<file path="src/hdl/mpas_pkg.sv">
// ----------------------------------------------------------------------------
// MPEG audio sync and duration package
// Shared widths, codes, command and status types and the bitrate tables.
// ----------------------------------------------------------------------------
package mpas_pkg;

   // Field widths.
   localparam int unsigned BYTE_W     = 8;
   localparam int unsigned WORD_W     = 32;
   localparam int unsigned KBPS_W     = 9;
   localparam int unsigned DUR_W      = 23;
   localparam int unsigned STATUS_W   = 2;

   // One kbit/s for one second is taken as 128 bytes, so the byte count is shifted down first.
   localparam int unsigned BYTES_SHIFT = 7;
   localparam int unsigned DIVIDEND_W  = WORD_W - BYTES_SHIFT;
   localparam int unsigned DIV_STEPS   = DIVIDEND_W;
   localparam int unsigned DIV_CNT_W   = $clog2(DIV_STEPS);
   localparam int unsigned REM_W       = KBPS_W;

   // Header pattern constants.
   localparam logic [BYTE_W-1:0] SYNC_BYTE = 8'hFF;
   localparam logic [BYTE_W-1:0] SYNC_MASK = 8'hE0;

   // Result status codes.
   typedef enum logic [STATUS_W-1:0] {
      STATUS_FOUND    = 2'd0,
      STATUS_NO_SYNC  = 2'd1,
      STATUS_BAD_RATE = 2'd2
   } status_type;

   // Controller states.
   typedef enum logic [1:0] {
      ST_SCAN,
      ST_DIVIDE,
      ST_LOAD
   } state_type;

   // Commands from the controller to the datapath.
   typedef struct packed {
      logic take;       // an input transaction is accepted
      logic load_now;   // load a result that needs no division
      logic div_start;  // capture header fields and seed the divider
      logic div_step;   // one restoring division step
      logic load_div;   // load the result of a finished division
   } cmd_type;

   // Status from the datapath to the controller, valid with the offered item.
   typedef struct packed {
      logic hit_now;    // item gives a result without division
      logic hit_div;    // item gives a result that needs division
   } stat_type;

   // Layer III bitrate in kbit/s; zero marks the free and forbidden indices.
   function automatic logic [KBPS_W-1:0] rate_lookup(input logic mpeg1,
                                                     input logic [3:0] idx);
      logic [KBPS_W-1:0] rate;
      if (mpeg1) begin
         case (idx)
            4'd1:    rate = 9'd32;
            4'd2:    rate = 9'd40;
            4'd3:    rate = 9'd48;
            4'd4:    rate = 9'd56;
            4'd5:    rate = 9'd64;
            4'd6:    rate = 9'd80;
            4'd7:    rate = 9'd96;
            4'd8:    rate = 9'd112;
            4'd9:    rate = 9'd128;
            4'd10:   rate = 9'd160;
            4'd11:   rate = 9'd192;
            4'd12:   rate = 9'd224;
            4'd13:   rate = 9'd256;
            4'd14:   rate = 9'd320;
            default: rate = '0;
         endcase
      end else begin
         case (idx)
            4'd1:    rate = 9'd8;
            4'd2:    rate = 9'd16;
            4'd3:    rate = 9'd24;
            4'd4:    rate = 9'd32;
            4'd5:    rate = 9'd40;
            4'd6:    rate = 9'd48;
            4'd7:    rate = 9'd56;
            4'd8:    rate = 9'd64;
            4'd9:    rate = 9'd80;
            4'd10:   rate = 9'd96;
            4'd11:   rate = 9'd112;
            4'd12:   rate = 9'd128;
            4'd13:   rate = 9'd144;
            4'd14:   rate = 9'd160;
            default: rate = '0;
         endcase
      end
      return rate;
   endfunction

endpackage

</file>
<file path="src/hdl/mpas_if.sv">
// ----------------------------------------------------------------------------
// MPEG audio sync and duration channel interfaces
// Valid/ready channels for file bytes in and header reports out.
// ----------------------------------------------------------------------------
interface mpas_req_if;
   import mpas_pkg::*;

   logic              valid;
   logic              ready;
   logic [BYTE_W-1:0] data_byte;
   logic              first;
   logic              last;

   modport source(output valid, output data_byte, output first, output last,
                  input ready);
   modport sink(input valid, input data_byte, input first, input last,
                output ready);
endinterface

interface mpas_rsp_if;
   import mpas_pkg::*;

   logic                valid;
   logic                ready;
   logic [STATUS_W-1:0] status;
   logic [WORD_W-1:0]   header_offset;
   logic [KBPS_W-1:0]   bitrate_kbps;
   logic                is_mpeg1;
   logic [DUR_W-1:0]    duration_seconds;

   modport source(output valid, output status, output header_offset,
                  output bitrate_kbps, output is_mpeg1, output duration_seconds,
                  input ready);
   modport sink(input valid, input status, input header_offset,
                input bitrate_kbps, input is_mpeg1, input duration_seconds,
                output ready);
endinterface

</file>
<file path="src/hdl/mpeg_audio_sync_and_duration_top.sv">
// A not-found or invalid-bitrate result is valid in the cycle after its byte.
// A found result with a valid bitrate waits for the divide and load states.
// Throughput: one byte per cycle while scanning and the output is free; a sync
// with a valid bitrate pauses input for the 25-step serial divider and result load.
// Reset is synchronous and active high: it empties the scan window, zeroes the byte
// position and file size, and drops the output valid.
// ----------------------------------------------------------------------------
// MPEG audio sync and duration top level
// Finds the first MPEG audio frame header in a byte stream and reports its
// offset, bitrate and an estimated playing time.
// ----------------------------------------------------------------------------
module mpeg_audio_sync_and_duration_top (
   input  logic                        clock,
   input  logic                        reset,
   input  logic                        csr_write_enable,
   input  logic [mpas_pkg::WORD_W-1:0] csr_write_data,
   mpas_req_if.sink                    req_bus,
   mpas_rsp_if.source                  rsp_bus
);
   import mpas_pkg::*;

   cmd_type  cmd;
   stat_type stat;

   // Sequencing of transactions and the divider.
   mpas_ctrl u_ctrl (
      .clock     (clock),
      .reset     (reset),
      .req_valid (req_bus.valid),
      .req_ready (req_bus.ready),
      .rsp_valid (rsp_bus.valid),
      .rsp_ready (rsp_bus.ready),
      .stat      (stat),
      .cmd       (cmd)
   );

   // Scan, decode, division and result storage.
   mpas_datapath u_datapath (
      .clock                (clock),
      .reset                (reset),
      .csr_write_enable     (csr_write_enable),
      .csr_write_data       (csr_write_data),
      .req_data_byte        (req_bus.data_byte),
      .req_first            (req_bus.first),
      .req_last             (req_bus.last),
      .cmd                  (cmd),
      .stat                 (stat),
      .rsp_status           (rsp_bus.status),
      .rsp_header_offset    (rsp_bus.header_offset),
      .rsp_bitrate_kbps     (rsp_bus.bitrate_kbps),
      .rsp_is_mpeg1         (rsp_bus.is_mpeg1),
      .rsp_duration_seconds (rsp_bus.duration_seconds)
   );

endmodule

</file>
<file path="src/hdl/mpas_ctrl.sv">
// ----------------------------------------------------------------------------
// MPEG audio sync and duration controller
// Sequences byte acceptance, the bit-serial division and result loading.
// ----------------------------------------------------------------------------
module mpas_ctrl (
   input  logic               clock,
   input  logic               reset,
   input  logic               req_valid,
   output logic               req_ready,
   output logic               rsp_valid,
   input  logic               rsp_ready,
   input  mpas_pkg::stat_type stat,
   output mpas_pkg::cmd_type  cmd
);
   import mpas_pkg::*;

   state_type              state_ff, state_in;
   logic [DIV_CNT_W-1:0]   count_ff, count_in;
   logic                   rsp_valid_ff, rsp_valid_in;
   logic                   out_free;
   logic                   accept;
   logic                   last_step;

   // The output register can take a result when empty or being drained.
   assign out_free  = !rsp_valid_ff || rsp_ready;
   assign accept    = req_valid && req_ready;
   assign last_step = (count_ff == DIV_CNT_W'(DIV_STEPS - 1));

   // Next state.
   always_comb begin
      state_in = state_ff;
      unique case (state_ff)
         ST_SCAN: begin
            if (accept && stat.hit_div) begin
               state_in = ST_DIVIDE;
            end
         end
         ST_DIVIDE: begin
            if (last_step) begin
               state_in = ST_LOAD;
            end
         end
         ST_LOAD: begin
            if (out_free) begin
               state_in = ST_SCAN;
            end
         end
         default: state_in = ST_SCAN;
      endcase
   end

   // Outputs and commands.
   always_comb begin
      req_ready     = 1'b0;
      cmd           = '0;
      unique case (state_ff)
         ST_SCAN: begin
            req_ready     = out_free;
            cmd.take      = accept;
            cmd.load_now  = accept && stat.hit_now;
            cmd.div_start = accept && stat.hit_div;
         end
         ST_DIVIDE: begin
            cmd.div_step = 1'b1;
         end
         ST_LOAD: begin
            cmd.load_div = out_free;
         end
         default: begin
            req_ready = 1'b0;
         end
      endcase
   end

   // Step counter and output valid flag.
   always_comb begin
      count_in = (state_ff == ST_DIVIDE) ? count_ff + DIV_CNT_W'(1) : '0;
      if (cmd.load_now || cmd.load_div) begin
         rsp_valid_in = 1'b1;
      end else if (rsp_ready) begin
         rsp_valid_in = 1'b0;
      end else begin
         rsp_valid_in = rsp_valid_ff;
      end
   end

   always_ff @(posedge clock) begin
      if (reset) begin
         state_ff     <= ST_SCAN;
         count_ff     <= '0;
         rsp_valid_ff <= 1'b0;
      end else begin
         state_ff     <= state_in;
         count_ff     <= count_in;
         rsp_valid_ff <= rsp_valid_in;
      end
   end

   assign rsp_valid = rsp_valid_ff;

endmodule

</file>
<file path="src/hdl/mpas_datapath.sv">
// ----------------------------------------------------------------------------
// MPEG audio sync and duration datapath
// Byte window, position count, header decode, divider and result register.
// ----------------------------------------------------------------------------
module mpas_datapath (
   input  logic                          clock,
   input  logic                          reset,
   input  logic                          csr_write_enable,
   input  logic [mpas_pkg::WORD_W-1:0]   csr_write_data,
   input  logic [mpas_pkg::BYTE_W-1:0]   req_data_byte,
   input  logic                          req_first,
   input  logic                          req_last,
   input  mpas_pkg::cmd_type             cmd,
   output mpas_pkg::stat_type            stat,
   output logic [mpas_pkg::STATUS_W-1:0] rsp_status,
   output logic [mpas_pkg::WORD_W-1:0]   rsp_header_offset,
   output logic [mpas_pkg::KBPS_W-1:0]   rsp_bitrate_kbps,
   output logic                          rsp_is_mpeg1,
   output logic [mpas_pkg::DUR_W-1:0]    rsp_duration_seconds
);
   import mpas_pkg::*;

   // Scan state.
   logic [WORD_W-1:0]     file_size_ff;
   logic [BYTE_W-1:0]     window_ff [3];
   logic [WORD_W-1:0]     pos_ff;
   logic                  done_ff;

   // Scan state as seen by the offered byte, after a new-file restart.
   logic [BYTE_W-1:0]     win0, win1, win2;
   logic [WORD_W-1:0]     eff_pos;
   logic                  eff_done;

   // Header decode.
   logic                  sync_hit;
   logic                  mpeg1;
   logic [KBPS_W-1:0]     kbps;
   logic [WORD_W-1:0]     offset;
   logic [WORD_W-1:0]     diff;

   // Divider and held header fields.
   logic [WORD_W-1:0]     hold_offset_ff;
   logic [KBPS_W-1:0]     hold_kbps_ff;
   logic                  hold_mpeg1_ff;
   logic [DIVIDEND_W-1:0] quo_ff;
   logic [REM_W-1:0]      rem_ff;
   logic [REM_W:0]        trial;
   logic [REM_W:0]        trial_sub;
   logic                  trial_ge;

   // Result register.
   logic [STATUS_W-1:0]   status_ff;
   logic [WORD_W-1:0]     offset_ff;
   logic [KBPS_W-1:0]     kbps_ff;
   logic                  mpeg1_ff;
   logic [DUR_W-1:0]      dur_ff;

   // A first byte restarts the scan before the byte itself is examined.
   always_comb begin
      win0     = req_first ? '0 : window_ff[0];
      win1     = req_first ? '0 : window_ff[1];
      win2     = req_first ? '0 : window_ff[2];
      eff_pos  = req_first ? '0 : pos_ff;
      eff_done = req_first ? 1'b0 : done_ff;
   end

   // The three held bytes form the header once the fourth byte arrives.
   always_comb begin
      sync_hit = !eff_done && (win0 == SYNC_BYTE) && ((win1 & SYNC_MASK) == SYNC_MASK);
      mpeg1    = win1[3];
      kbps     = rate_lookup(mpeg1, win2[7:4]);
      offset   = eff_pos - WORD_W'(3);
      diff     = (file_size_ff >= offset) ? file_size_ff - offset : '0;
      stat.hit_div = sync_hit && (kbps != '0);
      stat.hit_now = (sync_hit && (kbps == '0)) || (!eff_done && !sync_hit && req_last);
   end

   // Configuration register and scan state.
   always_ff @(posedge clock) begin
      if (reset) begin
         file_size_ff <= '0;
         window_ff[0] <= '0;
         window_ff[1] <= '0;
         window_ff[2] <= '0;
         pos_ff       <= '0;
         done_ff      <= 1'b0;
      end else begin
         if (csr_write_enable) begin
            file_size_ff <= csr_write_data;
         end
         if (cmd.take && !eff_done) begin
            window_ff[0] <= win1;
            window_ff[1] <= win2;
            window_ff[2] <= req_data_byte;
            pos_ff       <= eff_pos + WORD_W'(1);
            done_ff      <= sync_hit || req_last;
         end
      end
   end

   // One restoring step: shift in a dividend bit, subtract the rate if it fits.
   always_comb begin
      trial     = {rem_ff, quo_ff[DIVIDEND_W-1]};
      trial_ge  = (trial >= {1'b0, hold_kbps_ff});
      trial_sub = trial - {1'b0, hold_kbps_ff};
   end

   // Divider registers and held header fields.
   always_ff @(posedge clock) begin
      if (cmd.div_start) begin
         hold_offset_ff <= offset;
         hold_kbps_ff   <= kbps;
         hold_mpeg1_ff  <= mpeg1;
         quo_ff         <= diff[WORD_W-1:BYTES_SHIFT];
         rem_ff         <= '0;
      end else if (cmd.div_step) begin
         quo_ff <= {quo_ff[DIVIDEND_W-2:0], trial_ge};
         rem_ff <= trial_ge ? trial_sub[REM_W-1:0] : trial[REM_W-1:0];
      end
   end

   // Result register.
   always_ff @(posedge clock) begin
      if (cmd.load_now) begin
         status_ff <= sync_hit ? STATUS_BAD_RATE : STATUS_NO_SYNC;
         offset_ff <= sync_hit ? offset : '0;
         kbps_ff   <= '0;
         mpeg1_ff  <= sync_hit && mpeg1;
         dur_ff    <= '0;
      end else if (cmd.load_div) begin
         status_ff <= STATUS_FOUND;
         offset_ff <= hold_offset_ff;
         kbps_ff   <= hold_kbps_ff;
         mpeg1_ff  <= hold_mpeg1_ff;
         dur_ff    <= quo_ff[DUR_W-1:0] + DUR_W'(1);
      end
   end

   assign rsp_status           = status_ff;
   assign rsp_header_offset    = offset_ff;
   assign rsp_bitrate_kbps     = kbps_ff;
   assign rsp_is_mpeg1         = mpeg1_ff;
   assign rsp_duration_seconds = dur_ff;

endmodule

</file>
<file path="src/flat_wrapper.sv">
// flat-port wrapper written by rule: the top's interface ports become plain ports
module mpeg_audio_sync_and_duration_top_flat import mpas_pkg::*;
  (clock, reset, csr_write_enable, csr_write_data, req_bus_valid, req_bus_data_byte, req_bus_first, req_bus_last, req_bus_ready, rsp_bus_valid, rsp_bus_status, rsp_bus_header_offset, rsp_bus_bitrate_kbps, rsp_bus_is_mpeg1, rsp_bus_duration_seconds, rsp_bus_ready);
  mpas_req_if req_bus_i ();
  mpas_rsp_if rsp_bus_i ();
  input  logic clock;
  input  logic reset;
  input  logic csr_write_enable;
  input  logic [mpas_pkg::WORD_W-1:0] csr_write_data;
  input wire logic [$bits(req_bus_i.valid)-1:0] req_bus_valid;
  input wire logic [$bits(req_bus_i.data_byte)-1:0] req_bus_data_byte;
  input wire logic [$bits(req_bus_i.first)-1:0] req_bus_first;
  input wire logic [$bits(req_bus_i.last)-1:0] req_bus_last;
  output wire logic [$bits(req_bus_i.ready)-1:0] req_bus_ready;
  output wire logic [$bits(rsp_bus_i.valid)-1:0] rsp_bus_valid;
  output wire logic [$bits(rsp_bus_i.status)-1:0] rsp_bus_status;
  output wire logic [$bits(rsp_bus_i.header_offset)-1:0] rsp_bus_header_offset;
  output wire logic [$bits(rsp_bus_i.bitrate_kbps)-1:0] rsp_bus_bitrate_kbps;
  output wire logic [$bits(rsp_bus_i.is_mpeg1)-1:0] rsp_bus_is_mpeg1;
  output wire logic [$bits(rsp_bus_i.duration_seconds)-1:0] rsp_bus_duration_seconds;
  input wire logic [$bits(rsp_bus_i.ready)-1:0] rsp_bus_ready;
  assign req_bus_i.valid = req_bus_valid;
  assign req_bus_i.data_byte = req_bus_data_byte;
  assign req_bus_i.first = req_bus_first;
  assign req_bus_i.last = req_bus_last;
  assign req_bus_ready = req_bus_i.ready;
  assign rsp_bus_valid = rsp_bus_i.valid;
  assign rsp_bus_status = rsp_bus_i.status;
  assign rsp_bus_header_offset = rsp_bus_i.header_offset;
  assign rsp_bus_bitrate_kbps = rsp_bus_i.bitrate_kbps;
  assign rsp_bus_is_mpeg1 = rsp_bus_i.is_mpeg1;
  assign rsp_bus_duration_seconds = rsp_bus_i.duration_seconds;
  assign rsp_bus_i.ready = rsp_bus_ready;
  mpeg_audio_sync_and_duration_top u_core (.clock(clock), .reset(reset), .csr_write_enable(csr_write_enable), .csr_write_data(csr_write_data), .req_bus(req_bus_i), .rsp_bus(rsp_bus_i));
endmodule
</file>
<file path="config.mk">
export PLATFORM = sky130hd
export DESIGN_NAME = mpeg_audio_sync_and_duration_top_flat
export DESIGN_NICKNAME = d
export VERILOG_FILES = /design/src/hdl/mpas_pkg.sv /design/src/hdl/mpas_if.sv /design/src/hdl/mpeg_audio_sync_and_duration_top.sv /design/src/hdl/mpas_ctrl.sv /design/src/hdl/mpas_datapath.sv /design/src/flat_wrapper.sv
export SDC_FILE = /design/constraint.sdc
export NUM_CORES = 1
export LEC_CHECK = 0
export ABC_AREA = 1
export BUFFER_PORTS_ARGS = -buffer_cell sky130_fd_sc_hd__buf_2
export CORE_ASPECT_RATIO = 2
export CORE_MARGIN = 3
export CORE_UTILIZATION = 61
export CTS_CLUSTER_DIAMETER = 60
export CTS_CLUSTER_SIZE = 10
export DETAILED_ROUTE_END_ITERATION = 8
export PLACE_DENSITY_LB_ADDON = 0.3
export SLEW_MARGIN = 20
export SYNTH_ARGS = -nofsm -noshare
export SYNTH_HDL_FRONTEND = slang
export SYNTH_SLANG_ARGS = --single-unit
</file>
<file path="constraint.sdc">
create_clock -name clock -period 7.54 [get_ports clock]
set_clock_uncertainty 0.05 [all_clocks]
set_input_delay 0.754 -clock clock [delete_from_list [all_inputs] [get_ports clock]]
set_output_delay 0.754 -clock clock [all_outputs]
set_load 0.02 [all_outputs]
</file>
==> results.toml <==
[status]
status = "complete, no violations"

[detailed_routing]
vias = 11984
drcViolationCount = 0
antenna_left = 0
drt_iter0_drc = 858
via_per_inst = 5.67
first_pass_iters = 6
wl_mm = 34.9
routedWlPerCell_um = 16.5

[floorplanning]
fp.dieH_um = 215
core_area_sq_um = 21200
fp.dieArea_sq_um = 23800
row_count = 75
start_util = 0.629
ios = 116
dieWidth_um = 111

[clocking]
cts-root-buf = "clkbuf_16"
cts_hold_buf = 0
post_cts_buffers = 0
tritoncts = "done"
cts.sinks = 234
clk_path_buf_depth = 3
cts_made_buffers = 27
cts.repair.resized = 0
clk_pin_slew_worst_paths_ps = 70
clkLatencyLatePin_ps = 550
htreeDepth = 1

[sta]
clock.fmax_mhz = 219
worst_pin_slew_ps = 1060
finalCritPeriodShare = 0.605
relSlewSlack = 0.292
tns_ps = 0
fin_ws_ps = 2980
rsz0062_at_grt = "no"
setup_viol = 0
period_needed_ps = 4560
finalMaxSlewViolations = 0
hold_viol = 0

[min_path]
whs_path_depth = 3
hp-class = "primary input to register"

[placement]
dpl.hpwl_mm = 26.7
gp_routability_congestion = 0.937
portBuffers = 112
placed_cell_area_sq_um = 14100
dp_slack_ps = 2370

[yosys]
synth_area_leader_cell = "edfxtp_1"
syn_inst = 1719
synth-seq-cells = 234
yosys-top-cells-area = "edfxtp_1 28%, dfxtp_1 17%, nand2_1 10%"
synth_flop_cell = "edfxtp_1"
synth.top_cell.area_share = 0.277
yosysSeqAreaShare = 0.443
async_flop_share = 0
ys_warn_count = 0
synth_edf_count = 123
synthesis.area_sq_um = 13300
avgSynthCellArea_sq_um = 7.76
ys_types = 59

[cells_and_area]
final_common_cell = "nand2_1"
antenna_cells = 0
final_util = 0.699
final_cell_area_sq_um = 14800
syn2layout_area_growth_pct = 11.2
nets = 1907
drive_above_1_share = 0.133
final_cell_mix = "356 x nand2_1, 226 x inv_1, 198 x nor2_1, 131 x nand3_1, 123 x edfxtp_1"

[global_routing]
grt_pass1_wl_mm = 57.1
grt_pass1_vias = 12059
gr-usage-all-layers = 0.290
antenna_found_initial = 0
grt_max_degree = 49
grt_overflow_total = 0

[power]
p_leak_nw = 6.82
p_per_area_nw_per_um2 = 188
ir_drop_mv = 0.173

[critical_path]
ff2ff_path_depth = 25
endpoint_kind = "register"
worstPathRequired_ps = 7770
start_kind = "primary input"
worstPathArrival_ps = 4790
critical_path.max_fanout = 48
worstSetupPathType = "primary input to register"

[run]
cap_violations = 0
[worst max-delay path, cell delays in order]
cell     delay [ps]
buf_2           390
inv_4           330
nand2_1         310
nand3_2         150
nor2_4          190
inv_1            80
nor3_1          180
xor2_1          250
ha_1            340
a21oi_1         200
o21ai_0          90
a21oi_1         120
nand2_1         110
nand3_1         120
nand2_1          90
inv_1            80
nand2_1          50
nand2_1          60
nand3_1          60
nand2_1          80
nand2_2          80
nand2_2         480
o21ai_0         180
[sequential cells by signal (all words and copies together), names as in the netlist]
name and flops:
u_core.u_ctrl.rsp_valid 1, u_core.u_datapath.window_ff 24, u_core.u_datapath.hold_offset_ff 32, u_core.u_datapath.pos_ff 32, u_core.u_datapath.file_size_ff 32, u_core.u_datapath.rsp_header_offset 32, u_core.u_ctrl.count_ff 5, u_core.u_datapath.rsp_bitrate_kbps 6
u_core.u_datapath.hold_mpeg1_ff 1, u_core.u_datapath.rsp_is_mpeg1 1, u_core.u_datapath.rem_ff 9, u_core.u_datapath.done_ff 1, u_core.u_ctrl.state_ff 2, u_core.u_datapath.rsp_duration_seconds 23, u_core.u_datapath.rsp_status 2, u_core.u_datapath.quo_ff 25
u_core.u_datapath.hold_kbps_ff 6
[per-stage QoR]
stage / std cells / total power, mW / hold slack [ps]
CTS: 2112 / 2.80 / 381
finish: 2112 / 2.79 / 395
global placement: 2062 / 1.63 / 394
detailed placement: 2062 / 1.64 / 401
floorplan: 1721 / 1.57 / 376
global route: 2112 / 2.89 / 397
[final cells by class]
| type | count | area, sq um |
|---|---|---|
| fillers | 1795 | 6380 |
| multi-input cells | 1207 | 6310 |
| flip-flops and latches | 234 | 5920 |
| inverters | 231 | 870 |
| clock buffers | 48 | 754 |
| repair buffers | 121 | 628 |
| well taps | 269 | 337 |
| clock inverters | 2 | 17.5 |
[layer usage]
layer  GRT usage  routed length (um)  vias to the layer above
li1            -                   -                     5919
met1       0.309               12800                     5509
met2       0.543               18400                      427
met3      0.0273                1560                      129
met4       0.174                2180                        0
met5           0                   0                        -
[Yosys cell counts, types with 4 or more instances]
master and number:
buf_1 5, dfxtp_1 111, o21ai_1 33, nand2_2 26, buf_6 6, a211oi_1 5
inv_1 226, nand2_1 358, ha_1 37, nor2_4 5, clkbuf_1 24, o21bai_1 4
o21ai_2 27, xor2_1 39, nor3_1 25, nand3_2 5, or2_2 5, nor2_2 8
o21ai_0 121, edfxtp_1 123, o211ai_1 5, o32ai_1 5, xnor2_1 8, nand3_1 131
o22ai_1 6, nor4_1 11, nand4_1 34, nand3b_1 7, buf_2 10, nor2_1 198
a21oi_1 68
[worst paths after layout]
path | endpoint | startpoint | slack, ps
worst max-delay path | u_core.u_datapath.quo_ff[16]$_DFFE_PP_ | req_bus_first | 2980
worst min-delay path | u_core.u_datapath.file_size_ff[31]$_SDFFE_PP0P_ | csr_write_data[31] | 400
worst max register to register | u_core.u_datapath.quo_ff[16]$_DFFE_PP_ | u_core.u_datapath.pos_ff[0]$_SDFFE_PP0P_ | 3430
worst min register to register | u_core.u_datapath.rsp_duration_seconds[17]$_SDFFE_PP0P_ | u_core.u_datapath.rsp_duration_seconds[17]$_SDFFE_PP0P_ | 410
[logic make-up (layout without fill, tap and decap cells)]
kind of cell,count (synthesis),in the layout,share of synthesized area
adder cells (fa/ha/maj),38,38,0.0362
flip-flops,234,234,0.443
AO/OA/AOI/OAI,290,290,0.125
buffers and inverters,280,402,0.0850
AND/OR/NAND/NOR,829,829,0.280
XOR/XNOR,47,47,0.0309
other,1,3,0.000281
[power breakdown]
| group | total (mW) | internal, mW | switching (mW) | leakage (nW) |
|---|---|---|---|---|
| Combinational | 0.222 | 0.0680 | 0.154 | 4.38 |
| Clock | 1.18 | 0.672 | 0.503 | 0.366 |
| Sequential | 1.40 | 1.37 | 0.0216 | 2.07 |
Note: power is estimated with default switching activity, not from simulation.
